## config.mk

```make
export PLATFORM = sky130hd
export DESIGN_NAME = esc_queue
export DESIGN_NICKNAME = d
export VERILOG_FILES = /design/src/rtl/esc_pkg.sv /design/src/rtl/esc_queue.sv
export SDC_FILE = /design/constraint.sdc
export NUM_CORES = 1
export LEC_CHECK = 0
export BUFFER_PORTS_ARGS = -buffer_cell sky130_fd_sc_hd__buf_2
export CORE_MARGIN = 1
export CORE_UTILIZATION = 55
export CTS_CLUSTER_SIZE = 24
export DETAILED_ROUTE_END_ITERATION = 16
export PLACE_DENSITY = 0.73
export SYNTH_ARGS = -nofsm -noshare
export SYNTH_HDL_FRONTEND = slang
export SYNTH_SLANG_ARGS = --single-unit
```

## constraint.sdc

```tcl
create_clock -name clk -period 4.25 [get_ports clk]
set_input_delay 0.425 -clock clk [delete_from_list [all_inputs] [get_ports clk]]
set_output_delay 0.425 -clock clk [all_outputs]
set_load 0.02 [all_outputs]
```

## src/rtl/esc_pkg.sv

```systemverilog
// Shared types and constants for the raw environmental sensor compensation block.
package esc_pkg;

  localparam int CFG_DATA_W  = 48;
  localparam int CFG_INDEX_W = 3;

  typedef enum logic [CFG_INDEX_W-1:0] {
    REG_TEMP_CAL   = 3'd0,
    REG_PRESS_LOW  = 3'd1,
    REG_PRESS_MID  = 3'd2,
    REG_PRESS_HIGH = 3'd3,
    REG_HUM_LOW    = 3'd4,
    REG_HUM_HIGH   = 3'd5
  } reg_index_t;

  localparam logic [19:0] SKIP20 = 20'h80000;
  localparam logic [15:0] SKIP16 = 16'h8000;

  localparam logic signed [33:0] T_FINE_OFFSET = 34'sd128000;
  localparam logic [20:0]        PRESS_BASE    = 21'd1048576;
  localparam logic signed [63:0] PRESS_ONE_47  = 64'sh0000_8000_0000_0000;
  localparam logic signed [12:0] PRESS_SCALE   = 13'sd3125;
  localparam logic signed [31:0] HUM_T_OFFSET  = 32'sd76800;
  localparam logic signed [31:0] HUM_ROUND_A   = 32'sd16384;
  localparam logic signed [31:0] HUM_C_BIAS    = 32'sd32768;
  localparam logic signed [31:0] HUM_G_BIAS    = 32'sd2097152;
  localparam logic signed [31:0] HUM_ROUND_E   = 32'sd8192;
  localparam logic signed [31:0] HUM_MAX       = 32'sd419430400;
  localparam logic signed [31:0] TEMP_ROUND    = 32'sd128;

  // Long division: quotient bits resolved per stage, and the stage count.
  localparam int DIV_STEP   = 4;
  localparam int DIV_STAGES = 64 / DIV_STEP;

  typedef struct packed {
    logic        [15:0] t1;
    logic signed [15:0] t2;
    logic signed [15:0] t3;
    logic        [15:0] p1;
    logic signed [15:0] p2;
    logic signed [15:0] p3;
    logic signed [15:0] p4;
    logic signed [15:0] p5;
    logic signed [15:0] p6;
    logic signed [15:0] p7;
    logic signed [15:0] p8;
    logic signed [15:0] p9;
    logic        [7:0]  h1;
    logic signed [15:0] h2;
    logic        [7:0]  h3;
    logic signed [11:0] h4;
    logic signed [11:0] h5;
    logic signed [7:0]  h6;
  } cal_t;

  typedef struct packed {
    logic               ok;
    logic        [19:0] ap;
    logic        [15:0] ah;
    logic signed [31:0] tfine;
    logic signed [31:0] temp;
  } q_entry_t;

  typedef struct packed {
    logic               ok;
    logic               dz;
    logic               neg;
    logic signed [31:0] temp;
    logic signed [31:0] ha;
    logic signed [31:0] he;
  } div_side_t;

endpackage

```

## src/rtl/esc_queue.sv

```systemverilog
// Short queue that decouples the front end from the pressure and humidity back end.
module esc_queue #(
  parameter int DEPTH = 4
) (
  input  logic              clk,
  input  logic              rst,
  input  logic              push,
  input  esc_pkg::q_entry_t wdata,
  input  logic              pop,
  output esc_pkg::q_entry_t rdata,
  output logic              full,
  output logic              empty
);
  import esc_pkg::*;

  localparam int AW = $clog2(DEPTH);

  q_entry_t        mem [DEPTH];
  logic [AW-1:0]   wr_ptr, rd_ptr;
  logic [AW:0]     count;

  assign full  = (count == (AW+1)'(DEPTH));
  assign empty = (count == '0);
  assign rdata = mem[rd_ptr];

  always_ff @(posedge clk) begin
    if (push) begin
      mem[wr_ptr] <= wdata;
    end
  end

  always_ff @(posedge clk) begin
    if (rst) begin
      wr_ptr <= '0;
      rd_ptr <= '0;
      count  <= '0;
    end else begin
      if (push) begin
        wr_ptr <= (wr_ptr == AW'(DEPTH - 1)) ? '0 : wr_ptr + 1'b1;
      end
      if (pop) begin
        rd_ptr <= (rd_ptr == AW'(DEPTH - 1)) ? '0 : rd_ptr + 1'b1;
      end
      if (push && !pop) begin
        count <= count + 1'b1;
      end else if (pop && !push) begin
        count <= count - 1'b1;
      end
    end
  end

endmodule

```

==> impl_metrics.csv <==
group,metric,value,unit
cts,cts_resized,0,
logic_synthesis,synthTopCellsByArea,"edfxtp_1 81%, mux4_2 15%, dfxtp_1 1.2%",
outcome,status,"finished, final reports clean",
logic_synthesis,synth_area,15000,sq um
logic_synthesis,synth-seq-cells,413,
global_route,grt_max_degree,69,
logic_synthesis,synth_fa_ha_area_share,0.633,%
route,vias,6835,
timing,finClkSkew,7.40,ps
cts,clock_tree.root_cell,"clkbuf_16",
logic_synthesis,muxShareOfSynthArea,15.4,%
cts,clk_transition_reported_paths,60,ps
route,routed_wl,27.7,mm
timing,tns,0,ps
logic_synthesis,synth_compound_area_share,0.100,%
cts,cts_tree,"yes",
worst_setup_path,crit_required,3830,ps
power,p_sw_share,21.5,%
route,antenna_left,0,
route,drcViolationCount,0,
finish,final_cell_mix,"404 x edfxtp_1, 207 x buf_2, 101 x mux4_2, 43 x clkbuf_16, 10 x buf_4",
floorplanning,row_count,60,
floorplanning,boundaryPins,208,
worst_setup_path,arrival,2390,ps
worst_setup_path,slowest_delay,610,ps
global_route,antenna_found_initial,6,
logic_synthesis,synthDistinctLibCells,18,
route,first_iter_violations,642,
timing,tightest_slew,1100,ps
floorplanning,dieWidth,167,um
power,comb_power_share,9.0,%
finish,area_growth,18.9,%
logic_synthesis,synth-simple-area-share,0.517,%
place,place_hpwl,16.7,mm
power,pwr_density_cell,519,nW/um^2
cts,cts_buffers,41,
timing,setup_viol,0,
floorplanning,die_area,28000,sq um
power,intPower,7.27,mW
logic_synthesis,synth_area_per_cell,26.3,sq um
cts,cts_setup_buffers,0,
power,power_switching,1.99,mW
cts,hold_buffers,0,
flow_run,maxCapViolations,0,
logic_synthesis,synth_top_area_cell,"edfxtp_1",
logic_synthesis,synth_top_family_by_area,"multiplexers",
floorplanning,dieHeight,167,um
worst_setup_path,critical_path.endpoint_type,"output port",
power,p_seq_share,51.1,%
timing,setup_slack,1440,ps
min_path,hold_class,"input pin to flop",
timing,hold_violations,0,
finish,nets,923,
logic_synthesis,ys_warn_count,0,
power,p_leak,6.05,nW
worst_setup_path,cpMaxStageDelayCell,"dfxtp_4",
power,power_frac_clock,39.9,%
cts,clk_path_buf_depth,3,
logic_synthesis,syn_inst,571,
cts,cts.sinks,413,
timing,drv_slew,0,
route,vias_per_cell,5.75,
power,irDropWorstVdd,345,uV
timing,max_freq,0.356,GHz
place,port_buffers,207,
global_route,grt_pass1_vias,7388,
global_route,grt_overflow,0,
worst_setup_path,crit_chain,"buf_4, mux4_2, buf_2",
global_route,grt_usage,20.3,%
finish,fillers,1713,
place,place.gp.congestion,0.766,
worst_setup_path,critical_path_class,"flop to output port",
logic_synthesis,synth-seq-area-share,82.0,%
worst_setup_path,critPathMaxFanout,21,
logic_synthesis,synth_top_area_share,80.8,%
worst_setup_path,cp-start-kind,"flop",
floorplanning,start_util,55.9,%
finish,drive_gt1_share,46.0,%
floorplanning,coreArea,26900,sq um
logic_synthesis,synth-xor-area-share,0.117,%
cts,h-tree-depth,2,
route,drt_pass1_iterations,4,
cts,clk_latency,510,ps
finish,final_common_cell,"edfxtp_1",
logic_synthesis,synth_nets,683,
timing,period_needed,2810,ps
place,dp_slack,1920,ps
timing,timing.final.crit_share,66.2,%
timing,slew_headroom,26.7,%
timing,rsz0062_at_grt,"false",
route,drt-wirelength-per-cell,23.3,um
global_route,grt_pass1_wl,42.5,mm
-- synthesized netlist by cell type --
master	n
buf_6	10
nor2_1	7
o21ai_0	1
fa_1	1
xor2_1	2
edfxtp_1	404
buf_2	10
mux2i_1	4
a21oi_1	2
and2_1	4
or3_1	1
clkbuf_1	2
ha_1	6
inv_1	4
mux4_2	101
dfxtp_1	9
nor3b_1	2
nor3_1	1
-- power groups by stage --
stage               combinational (mW)  clock (mW)  sequential (mW)
floorplan                        0.546           0             4.80
global placement                 0.811           0             4.81
detailed placement               0.839           0             4.82
CTS                              0.843        3.76             4.74
global route                     0.886        3.90             4.75
finish                           0.830        3.70             4.73
-- logic make-up after synthesis --
kind of cell             count (synthesis)
AO/OA/AOI/OAI                            3
XOR/XNOR                                 2
adder cells (fa/ha/maj)                  7
buffers and inverters                   26
flip-flops                             413
multiplexers                           105
AND/OR/NAND/NOR                         15
-- layout make-up --
class	instances	area (sq um)	share of cell area (%)
Antenna cell	4	10.0	0.0561
Clock buffer	55	1150	6.45
Clock inverter	20	251	1.41
Inverter	4	15.0	0.0841
Multi-Input combinational cell	132	2530	14.2
Sequential cell	413	12300	69.0
Tap cell	341	427	2.39
Timing Repair Buffer	219	1150	6.45
-- flip-flops by register name (all words and copies together), names as in the netlist, named ones only --
register  cells
count         3
mem         404
rd_ptr        2
wr_ptr        2
-- path summary, 6_finish.rpt --
| path | slack [ps] | cells after the start | from | end |
|---|---|---|---|---|
| worst min register to register | 550 | 2 | rd_ptr[1] | flop |
| worst max register to register | 2000 | 4 | wr_ptr[0] | mem[2][77] |
| worst max-delay path | 1440 | 3 | flop | rdata[69] |
| worst min-delay path | 120 | 1 | wdata[93] | mem[0][93] |
-- worst max-delay path: cells and delay by family, from the launching register on --
kind | cells | cell delay (ps)
DFF | 1 | 610
muxes | 1 | 600
buffers and inverters | 2 | 630
-- per-layer routing --
layer	up-vias	GRT usage [%]	routed length [um]
met4	6	5.42	489
met2	225	32.3	13500
li1	2947	-	-
met3	46	5.96	2000
met1	3611	27.8	11600
met5	-	0	42
-- through the flow --
step	hold WS (ps)	total power [mW]	area, sq um	cells	utilization, %
6_report	117	9.26	17900	1188	66.4
5_1_grt	102	9.54	17900	1187	66.4
4_1_cts	94.3	9.34	17800	1184	66.4
3_5_place_dp	533	5.66	16400	1109	61.2
3_3_place_gp	476	5.62	16400	1109	61.2
2_1_floorplan	460	5.34	15000	571	-
(Power assumes the default switching activity.)
