File: config.mk
export PLATFORM = sky130hd
export DESIGN_NAME = esc_front
export DESIGN_NICKNAME = d
export VERILOG_FILES = /design/src/rtl/esc_pkg.sv /design/src/rtl/esc_front.sv
export SDC_FILE = /design/constraint.sdc
export NUM_CORES = 2
export LEC_CHECK = 0
export BUFFER_PORTS_ARGS = -buffer_cell sky130_fd_sc_hd__buf_2
export CAP_MARGIN = 10
export CORE_MARGIN = 3
export CORE_UTILIZATION = 40
export DETAILED_ROUTE_END_ITERATION = 8
export GPL_ROUTABILITY_DRIVEN = 0
export PLACE_DENSITY_LB_ADDON = 0.2
export SLEW_MARGIN = 40
export SYNTH_ARGS = -nofsm -noshare
export SYNTH_HDL_FRONTEND = slang
export SYNTH_SLANG_ARGS = --single-unit
File: constraint.sdc
create_clock -name clk -period 8.9 [get_ports clk]
set_clock_uncertainty 0.1 [all_clocks]
set_input_delay 0.445 -clock clk [delete_from_list [all_inputs] [get_ports clk]]
set_output_delay 0.445 -clock clk [all_outputs]
set_load 0.005 [all_outputs]
File: src/rtl/esc_pkg.sv
// Shared types and constants for the raw environmental sensor compensation block.
package esc_pkg;

  localparam int CFG_DATA_W  = 48;
  localparam int CFG_INDEX_W = 3;

  typedef enum logic [CFG_INDEX_W-1:0] {
    REG_TEMP_CAL   = 3'd0,
    REG_PRESS_LOW  = 3'd1,
    REG_PRESS_MID  = 3'd2,
    REG_PRESS_HIGH = 3'd3,
    REG_HUM_LOW    = 3'd4,
    REG_HUM_HIGH   = 3'd5
  } reg_index_t;

  localparam logic [19:0] SKIP20 = 20'h80000;
  localparam logic [15:0] SKIP16 = 16'h8000;

  localparam logic signed [33:0] T_FINE_OFFSET = 34'sd128000;
  localparam logic [20:0]        PRESS_BASE    = 21'd1048576;
  localparam logic signed [63:0] PRESS_ONE_47  = 64'sh0000_8000_0000_0000;
  localparam logic signed [12:0] PRESS_SCALE   = 13'sd3125;
  localparam logic signed [31:0] HUM_T_OFFSET  = 32'sd76800;
  localparam logic signed [31:0] HUM_ROUND_A   = 32'sd16384;
  localparam logic signed [31:0] HUM_C_BIAS    = 32'sd32768;
  localparam logic signed [31:0] HUM_G_BIAS    = 32'sd2097152;
  localparam logic signed [31:0] HUM_ROUND_E   = 32'sd8192;
  localparam logic signed [31:0] HUM_MAX       = 32'sd419430400;
  localparam logic signed [31:0] TEMP_ROUND    = 32'sd128;

  // Long division: quotient bits resolved per stage, and the stage count.
  localparam int DIV_STEP   = 4;
  localparam int DIV_STAGES = 64 / DIV_STEP;

  typedef struct packed {
    logic        [15:0] t1;
    logic signed [15:0] t2;
    logic signed [15:0] t3;
    logic        [15:0] p1;
    logic signed [15:0] p2;
    logic signed [15:0] p3;
    logic signed [15:0] p4;
    logic signed [15:0] p5;
    logic signed [15:0] p6;
    logic signed [15:0] p7;
    logic signed [15:0] p8;
    logic signed [15:0] p9;
    logic        [7:0]  h1;
    logic signed [15:0] h2;
    logic        [7:0]  h3;
    logic signed [11:0] h4;
    logic signed [11:0] h5;
    logic signed [7:0]  h6;
  } cal_t;

  typedef struct packed {
    logic               ok;
    logic        [19:0] ap;
    logic        [15:0] ah;
    logic signed [31:0] tfine;
    logic signed [31:0] temp;
  } q_entry_t;

  typedef struct packed {
    logic               ok;
    logic               dz;
    logic               neg;
    logic signed [31:0] temp;
    logic signed [31:0] ha;
    logic signed [31:0] he;
  } div_side_t;

endpackage

File: src/rtl/esc_front.sv
// Front end: accepts raw readings, flags skip markers and compensates temperature.
module esc_front (
  input  logic            clk,
  input  logic            rst,
  input  esc_pkg::cal_t   cal,
  input  logic            in_valid,
  output logic            in_stall,
  input  logic [19:0]     raw_pressure,
  input  logic [19:0]     raw_temperature,
  input  logic [15:0]     raw_humidity,
  input  logic            q_full,
  output logic            q_push,
  output esc_pkg::q_entry_t q_data
);
  import esc_pkg::*;

  logic       adv;
  logic [4:0] v;

  logic [19:0] ap1, ap2, ap3, ap4, ap5;
  logic [15:0] ah1, ah2, ah3, ah4, ah5;
  logic        ok1, ok2, ok3, ok4, ok5;
  logic signed [17:0] da1;
  logic signed [16:0] d1;
  logic signed [31:0] m2_2, dd2, v1_3, m3_3, tf4, tf5, temp5;

  logic signed [17:0] da_c;
  logic signed [16:0] d_c;
  logic signed [33:0] m2_full, dd_full;
  logic signed [47:0] m3_full;
  logic signed [31:0] t5_sum;

  assign adv      = !v[4] || !q_full;
  assign in_stall = !adv;
  assign q_push   = v[4] && !q_full;

  assign da_c = $signed({1'b0, raw_temperature[19:3]}) - $signed({1'b0, cal.t1, 1'b0});
  assign d_c  = $signed({1'b0, raw_temperature[19:4]}) - $signed({1'b0, cal.t1});

  assign m2_full = da1 * $signed(cal.t2);
  assign dd_full = d1 * d1;
  assign m3_full = (dd2 >>> 12) * $signed(cal.t3);
  assign t5_sum  = (tf4 <<< 2) + tf4 + TEMP_ROUND;

  always_ff @(posedge clk) begin
    if (rst) begin
      v <= '0;
    end else if (adv) begin
      v <= {v[3:0], in_valid};
    end
  end

  always_ff @(posedge clk) begin
    if (adv) begin
      ap1  <= raw_pressure;
      ah1  <= raw_humidity;
      ok1  <= (raw_pressure != SKIP20) && (raw_temperature != SKIP20) &&
              (raw_humidity != SKIP16);
      da1  <= da_c;
      d1   <= d_c;

      ap2  <= ap1;  ah2 <= ah1;  ok2 <= ok1;
      m2_2 <= m2_full[31:0];
      dd2  <= dd_full[31:0];

      ap3  <= ap2;  ah3 <= ah2;  ok3 <= ok2;
      v1_3 <= m2_2 >>> 11;
      m3_3 <= m3_full[31:0];

      ap4  <= ap3;  ah4 <= ah3;  ok4 <= ok3;
      tf4  <= v1_3 + (m3_3 >>> 14);

      ap5  <= ap4;  ah5 <= ah4;  ok5 <= ok4;
      tf5  <= tf4;
      temp5 <= t5_sum >>> 8;
    end
  end

  assign q_data.ok    = ok5;
  assign q_data.ap    = ap5;
  assign q_data.ah    = ah5;
  assign q_data.tfine = tf5;
  assign q_data.temp  = temp5;

endmodule

==> results by group <==
Setup path
  – CP dominant cell by count: fa_1
  – Req. time, crit path: between 9000 and 10000 ps
  – CP Max Fanout: 16
  – Crit-path max cell delay: approximately 900 ps
  – CP Buf/Inv Count: 4
  – Crit path launch type: flop
  – CP top delay family: adder cells
  – RR Startpoint: da1[7]$_DFFE_PN_
  – CP max-delay cell: edfxtp_1
  – Arr. time, crit path: approximately 7600 ps
  – Critical Path End Type: flop
  – Reg2Reg Depth: 21
  – Reg-to-Reg End: m2_2[30]$_DFFE_PN_
  – Crit path kind: reg2reg
  – Critical-path cell list: buf_4 -> nand2_1 -> fa_1 -> inv_1 -> fa_1 -> fa_1 -> fa_1 -> fa_1 -> inv_1 -> fa_1 -> inv_1 -> ha_1 -> o211a_1 -> a211oi_1 -> o31ai_1 -> o211ai_2 -> a211oi_2 -> o221a_4 -> o21a_1 -> nor2_1 -> xnor2_1
  – Worst R2R Setup Slack: about 1500 ps

Yosys
  – Synth Flop Type: edfxtp_1
  – Synth Area in Compound Gates: 3.44%
  – Yosys reg bits: 356
  – Syn nets: about 5500
  – Post-synthesis sequential area ratio: about a quarter
  – Synthesized instance count: 3995
  – Largest family of logic cells by synthesized area: adder cells
  – Xor and xnor area share after synthesis: 3.24%
  – Post-synthesis simple-gate area fraction: between 10 and 15%
  – Post-Syn Area per Cell: between 10 and 15 µm²
  – Synthesized area: ~0.043 mm²
  – Post-synthesis mux area share: less than 1%
  – Synth cell types: 65
  – Synth warn: 0
  – Async S/R FF share, synth: 0%
  – Adder-cell area share of the yosys netlist: 47.3%
  – Post-synth EDFFs: around 350

Clocking
  – H-tree depth: 2
  – Latest clock arrival within the worst-skew pair: ~580 ps
  – Worst-path clk slew: about 50 ps
  – Clock root buffer: clkbuf_16
  – Post-CTS Setup Inserts: 0
  – Longest Clk Path Bufs: 3
  – Clock sinks: about 360
  – CTS tree: done
  – TritonCTS Buffers: a little over 40

Route
  – Via density: 4.75
  – Residual DRC: 0
  – Post-route antenna net violation count: 0
  – Final WL: between 90 and 100 mm
  – Initial DRC Count: ~1200
  – DR vias: between 20000 and 30000
  – Pre-Repair DR Iteration Count: 5
  – Wire length per cell: 17.4 µm

Floorplanning
  – I/O pin total: ~420
  – DIE HEIGHT: ~330 µm
  – Die footprint: 0.112 mm²
  – Num rows: approximately 120
  – Initial Utilization: 40.6%
  – Die width: about 330 µm
  – Core footprint: roughly 0.11 mm²

STA
  – Least-Margin Pin Slew: 848 ps
  – Relative slew margins: 43.5%
  – Final Max Tran Viols: 0
  – Final hold vios: 0
  – RSZ-0062 raised after global routing: false
  – Fmax: roughly 0.14 GHz
  – Period utilisation layout: about 83%
  – Setup TNS: 0 ps
  – Setup violations, final: 0
  – Final Critical Period: 7400 ps

GRT
  – First-pass GRT wire length: roughly 160 mm
  – Total gr overflow: 0
  – Vias in the first global route: roughly 29000
  – Largest net degree at the start of global routing: 80
  – Gr usage total: ~18%
  – Initial antenna violation count: 4

Status
  – Status: finished, final reports clean

Placement
  – Hpwl dp: 77.1 mm
  – # port buffers: 210

Min path
  – Hold crit path type: in2reg
  – Hold depth: 1
  – Hold Crit Start: raw_temperature[3]
  – Worst Hold Path EP: da1[0]$_DFFE_PN_

Finish
  – Fillers: approximately 10000
  – Nets@finish: ~5600
  – Area Overhead vs Synth: 10.0%
  – Storage element area: ~0.011 mm²
  – Area taken by multi-input logic gates: around 0.028 mm²
  – Layout cells sized above 1: 7.75%
  – Utilization after layout: between 40% and 50%

Flow run
  – MaxCap Viol Count: 0
## cell type report
cell class | instances | share of cell area [%]
Clock buffer | 49 | 2.27
Sequential cell | 356 | 22.5
Clock inverter | 21 | 0.621
Timing Repair Buffer | 290 | 3.83
Inverter | 1000 | 7.93
Antenna cell | 1 | 0.00528
Tap cell | 1391 | 3.68
Multi-Input combinational cell | 2490 | 59.2
## per-stage QoR
stage               setup WS [ps]  cell area [µm²]  hold slack (ps)  cells
finish                       1500            47400             91.5   5598
global route                 1110            47400             63.7   5598
CTS                          1540            47300             72.2   5594
detailed placement           1560            45600              305   5486
global placement             1590            45500              300   5478
floorplan                    2230            43000              300   3995
## sequential cells by signal, indices dropped and copies added, names as in the netlist
name   cells
m2_2      21
ok3        1
tf5       22
ah5       16
dd2       20
ap5       20
da1       18
ah4       16
ah3       16
v          5
tf4       22
ok4        1
ap2       20
m3_3      18
ap3       20
ap1       20
ap4       20
ok2        1
temp5     24
v1_3      21
ah2       16
ah1       16
ok5        1
ok1        1
## placed cells by master (no fill, tap or decap), types with 4 or more instances in the layout
cell              n
fa_1            815
nor3_1           20
bufinv_16         6
o21a_1           13
o21bai_1          7
nand3_1          24
nand2_1         410
a221oi_1          4
clkbuf_1          7
nand4_1           8
clkinv_2          6
dlygate4sd3_1    38
edfxtp_1        351
nor4_1           13
a211oi_1          6
o21ai_0          25
buf_6            14
ha_1            324
and2_1          328
a21oi_1          72
nor2_1          103
buf_4            27
inv_1          1000
o31ai_1           4
o2111ai_1         4
or3_1            10
a31oi_1           6
a21o_1           32
xor2_1           36
buf_2           210
clkbuf_16        42
clkinv_1          4
xnor2_1         123
and3_1            7
nor2b_1          21
dfxtp_1           5
o211ai_1          5
nand2b_1         15
## timing repair
action | CTS | global route
resized for setup | 0 | 0
hold buffers | 38 | 0
hold endpoints to repair | 41 | 0
## worst max-delay path by stage
| stage | from | slack (ps) | depth (start not counted) | to |
|---|---|---|---|---|
| final | da1[7]$_DFFE_PN_ | 1500 | 21 | m2_2[30]$_DFFE_PN_ |
| after global routing | da1[17]$_DFFE_PN_ | 1110 | 22 | m2_2[30]$_DFFE_PN_ |
| after CTS | da1[5]$_DFFE_PN_ | 1540 | 23 | m2_2[30]$_DFFE_PN_ |
| after detailed placement | da1[5]$_DFFE_PN_ | 1560 | 23 | m2_2[31]$_DFFE_PN_ |
| after global placement | da1[4]$_DFFE_PN_ | 1590 | 21 | m2_2[30]$_DFFE_PN_ |
| after floorplan | cal[231] | 2230 | 24 | m2_2[31]$_DFFE_PN_ |
## cell families (layout without fill, tap and decap cells)
family                     Yosys count  after routing
and+or+nand+nor                    973            973
AOI/OAI and AO/OA                  218            218
buffers and inverters             1149           1360
other                                0              1
muxes                                1              1
adders and majority gates         1139           1139
xor gates and xnor gates           159            159
DFF                                356            356
## metal layers
layer	wire length, µm	global-route usage [%]
met5	11	0
met4	2960	5.82
met3	4130	2.49
met2	48300	31.0
met1	42000	23.9
## synth_stat cells, drive strengths merged (3+ instances only)
cell	number	area (µm²)
dfxtp	5	100
nor4	13	81.3
a31o	3	26.3
nor3	20	100
nand2	411	1540
a21o	32	240
ha	324	4050
fa	815	16300
a211o	3	26.3
a211oi	7	57.6
and2	328	2050
or2	3	18.8
and3	7	43.8
nor4b	3	26.3
nand4	8	50.1
o2111ai	4	35.0
nor2b	21	131
inv	1000	3750
a21oi	72	360
edfxtp	351	10500
o21bai	7	52.6
nor2	103	387
nand3	24	120
a221o	3	30.0
or3	11	70.1
xnor2	123	1080
a2111o	3	33.8
o211a	3	30.0
a31oi	6	37.5
o31ai	4	30.0
a221oi	4	35.0
o211ai	6	50.1
o21ai	27	139
xor2	36	315
clkbuf	127	477
o21a	13	97.6
buf	22	155
nand2b	15	93.8
## worst reg2reg max path, delay by kind of cell, from the launching register on
kind	cells	cell delay (ps)
fa+ha+maj	7	3310
simple gates	2	150
xor+xnor	1	440
flops	1	900
buf+inv	4	510
compound gates	7	1700
Power is not shown: default switching activity piles up to over one toggle a cycle in this logic, so the estimate is an artifact.
